`src/hw/rtl/cnms_ram.sv`:
```
// Generic single-write, single-read RAM with registered read data.
`default_nettype none
module cnms_ram #(
    parameter int Width = 8,
    parameter int Depth = 64
) (
    input  wire                      aclk,
    input  wire                      we,
    input  wire  [$clog2(Depth)-1:0] waddr,
    input  wire  [Width-1:0]         wdata,
    input  wire  [$clog2(Depth)-1:0] raddr,
    output logic [Width-1:0]         rdata
);
    logic [Width-1:0] mem [Depth];
    always_ff @(posedge aclk) begin
        if (we) begin
            mem[waddr] <= wdata;
        end
        rdata <= mem[raddr];
    end
endmodule
`default_nettype wire

```
`config.mk`:
```
export PLATFORM = sky130hd
export DESIGN_NAME = cnms_ram
export DESIGN_NICKNAME = d
export VERILOG_FILES = /design/src/hw/rtl/cnms_ram.sv
export SDC_FILE = /design/constraint.sdc
export NUM_CORES = 1
export LEC_CHECK = 0
export BUFFER_PORTS_ARGS = -buffer_cell sky130_fd_sc_hd__buf_2
export CORE_MARGIN = 5
export CORE_UTILIZATION = 67
export DETAILED_ROUTE_END_ITERATION = 12
export GPL_TIMING_DRIVEN = 0
export PLACE_DENSITY = 0.84
export SYNTH_ARGS = -nofsm -noshare
export SYNTH_HDL_FRONTEND = slang
export SYNTH_SLANG_ARGS = --single-unit
export TNS_END_PERCENT = 5
```
`constraint.sdc`:
```
create_clock -name aclk -period 3.75 [get_ports aclk]
set_input_delay 1.125 -clock aclk [delete_from_list [all_inputs] [get_ports aclk]]
set_output_delay 1.125 -clock aclk [all_outputs]
set_load 0.02 [all_outputs]
```
* Word-level counts from Yosys, hierarchy flattened
Memory sizes are Yosys's and may differ from the RTL's. A register that Yosys moved wholly into a read port is not among the register bits.
Cells that the tools add are included.
** Storage, ports and cells
- Bits in registers :: 0
- Memory bits (writable) :: 512
- Bits of input ports :: 22
- Output and inout port bits :: 8
- Logic and storage cells :: 3
- Memories kept :: 1
** Operators by class
- Muxes and demuxes :: 2
** Memory list
- mem :: depth 64, bits a word 8, read ports 1, clocked after Yosys merged registers in 1, write ports 1, line 14 : logic [Width-1:0] mem [Depth];
** Operators with widths (number)
- $mux W1 :: 2

* Logic depth before layout (Yosys ltp)
- Depth after elaboration :: 2
- Mapped depth :: 9
- Gate-level depth less buffers :: 5

* Worst setup path before layout
OpenSTA, ideal clock, no wires.
- Path type :: in2reg
- From :: input port raddr[1]
- To :: register rdata[3] (read register of mem)
- Setup time :: 128 ps
- Data arrival time :: 2665 ps
- Required time :: 3622 ps
- Slack :: 957 ps
- Stages on the path :: 7
- Path buffers :: 3
- Path through :: buf_4 buf_2 buf_2 mux4_2 mux4_2 o21ai_1 o41ai_1
** RTL lines
- from (decl) :: line 11 : input wire [$clog2(Depth)-1:0] raddr,
- to (decl) :: line 12 : output logic [Width-1:0] rdata

==> run metrics <==
Cell variety after synth=40; core area=29700 um2; Setup Fix Bufs, Post-CTS=0; Initial Util=approximately 68%; flop2flop setup slack=approximately 1.5 ns; Max rail drop VDD=0.000397 V; drt drc=0; fin crit period=roughly 3.6 ns; Port Buf Inserts=21; CTS Root Cell=clkbuf_16; Final Hold Fails=0; register area share after synthesis=between 70% and 80%; Synth Net Count=roughly 960; H-tree depth=2; sw power=2460 uW; initial antenna violation count=4; critical path required time=around 4 ns; CP startpoint=raddr[1]; synth-to-layout area growth=10.7%; # rows=63; Mapped Cells=940; hold_buf cts=0; # setup viols final=0; PwrDens=roughly 540 nW/um2; layout cells sized above 1=24.9%; Fmax achieved=~0.27 GHz; combinational share of power=around 5.5%; die outline area=~34000 um2; filler instances=between 1500 and 2000; clk slew on worst S/H paths=0.06 ns; routed length per instance=roughly 33 um; worst hold path type=reg2reg; TritonCTS clock tree=done; initial drt markers=around 1700; first-pass GRT wire length=between 70000 and 80000 um; WL final=between 40000 and 50000 um; CTS buffer count=between 40 and 50; fin nets=around 1000; max_slew headroom=15.1%; beginning of the worst hold path=mem[23][1]; syn avg cell area=between 20 and 25 um2; clock network power share=about two fifths; Core Util, Final=around 75%; async set-reset flop share out of synthesis=0%; Post-synth EDFFs=between 500 and 600; Pint=about 9500 uW; gpl congestion=between 0.9 and 1; vias=10300; Crit Path Class=in2reg; die width=between 150 and 200 um; Slew @ Worst Pin=1.27 ns; FF-to-FF Start=mem[3][5]; later-pin clock latency in the skew report=around 0.55 ns; Final Max Tran Viols=0; Placed Cells=roughly 1400; Ys Warns=0; most frequent cells in the layout=edfxtp_1, mux4_2, nor2_1; Worst setup SP type=primary input; Final HPWL DP=approximately 29000 um; ys flop type=edfxtp_1; Ports=30; Max FO, Critical Path=10; status=finished clean; via/cell ratio=about 7.1; Seq pwr share=53.9%; Post-DRT Antenna Nets=0; Sw Ratio=between 20% and 30%; Pwr Total=12000 uW; Leakage Power=approximately 0.0070 uW; DR pass1 iterations=6; die height=roughly 180 um; RSZ-0062 raised after global routing=false; Sinks on Clock Net=520; largest net degree at the start of global routing=65; Tot GR Track Use=between 20 and 30%; post-cts gate resize count=0; most common cell after layout, fill and taps aside=edfxtp_1; Worst Path Arrival=approximately 4.0 ns; CTS Buffer Depth=3; Final Cycle Share=a little over nine tenths; clock skew=between 0.009 and 0.01 ns; Layout Cells excl Fill=about 1400; post-synthesis instance area=a little over 20000 um2; Total Neg Setup Slack=0 ns; number of global-route vias before repair=10400; synthesized flop and latch total=between 500 and 600; max_cap viols=0; grt total ovfl=0; Crit. End Element=flop
[critical path, stage by stage]
cell,delay [ns]
buf_4,0.18
buf_2,0.50
buf_4,0.35
buf_2,0.44
nand3b_1,0.36
o22ai_1,0.22
o41ai_1,0.81
[synthesized netlist by cell type (all sizes together), types with 6 or more instances]
cell type | count | area share, %
mux2 | 13 | 0.73
edfxtp | 512 | 76
nand2 | 19 | 0.35
o22ai | 8 | 0.25
mux2i | 23 | 1.1
o221ai | 8 | 0.35
a221oi | 6 | 0.26
nor2 | 83 | 1.5
buf | 34 | 1.3
clkbuf | 17 | 0.32
nand2b | 7 | 0.22
nor3 | 7 | 0.17
dfxtp | 8 | 0.79
mux4 | 126 | 14
nor2b | 14 | 0.43
nand3 | 13 | 0.32
[final timing paths]
kind	to	depth (start not counted)
worst min register to register	rdata[1]	4
worst min-delay path	rdata[1]	4
worst max register to register	rdata[5]	4
worst max-delay path	rdata[3]	7
[flip-flops by register name, indices dropped and copies added (netlist names)]
register  cells
mem         512
rdata         8
[cells by family (layout without fill, tap and decap cells)]
logic type | after synthesis | after routing | share of synthesized area, %
mux | 162 | 162 | 15.9
simple gates | 153 | 153 | 3.39
buf+inv | 51 | 158 | 1.57
other cells | 0 | 3 | 0
flops | 520 | 520 | 77.0
compound gates | 54 | 54 | 2.07
[through the flow]
stage / cell area (um2) / hold WS, ns / worst slack, ns
2_1_floorplan: 20200 / 0.718 / 0.957
3_3_place_gp: 20800 / 0.914 / -0.107
3_5_place_dp: 20800 / 0.934 / -0.191
4_1_cts: 22300 / 0.955 / 0.334
5_1_grt: 22300 / 0.983 / 0.215
6_report: 22300 / 0.966 / 0.113
[routing by layer]
layer,part of all wire (%),wire length [um],GRT usage (%)
met5,0,0,0
met2,47,22600,44.9
met1,35,16800,42.0
met3,13,6390,7.52
met4,4.4,2100,10.9
[power by group through the flow]
stage / sequential (uW) / clock, uW / combinational, uW
floorplan: 6580 / 0 / 343
global placement: 6570 / 0 / 614
detailed placement: 6570 / 0 / 633
CTS: 6450 / 4880 / 639
global route: 6450 / 5160 / 677
finish: 6450 / 4860 / 652
[cell type report]
cell class | count | area (um2) | area share (%)
Sequential cell | 520 | 15500 | 69.6
Multi-Input combinational cell | 369 | 4320 | 19.3
Clock buffer | 66 | 1340 | 6.00
Tap cell | 390 | 488 | 2.19
Buffer | 51 | 317 | 1.42
Clock inverter | 20 | 223 | 0.997
Timing Repair Buffer | 21 | 105 | 0.471
Antenna cell | 3 | 7.51 | 0.0336
Note: power is estimated with default switching activity, not from simulation.
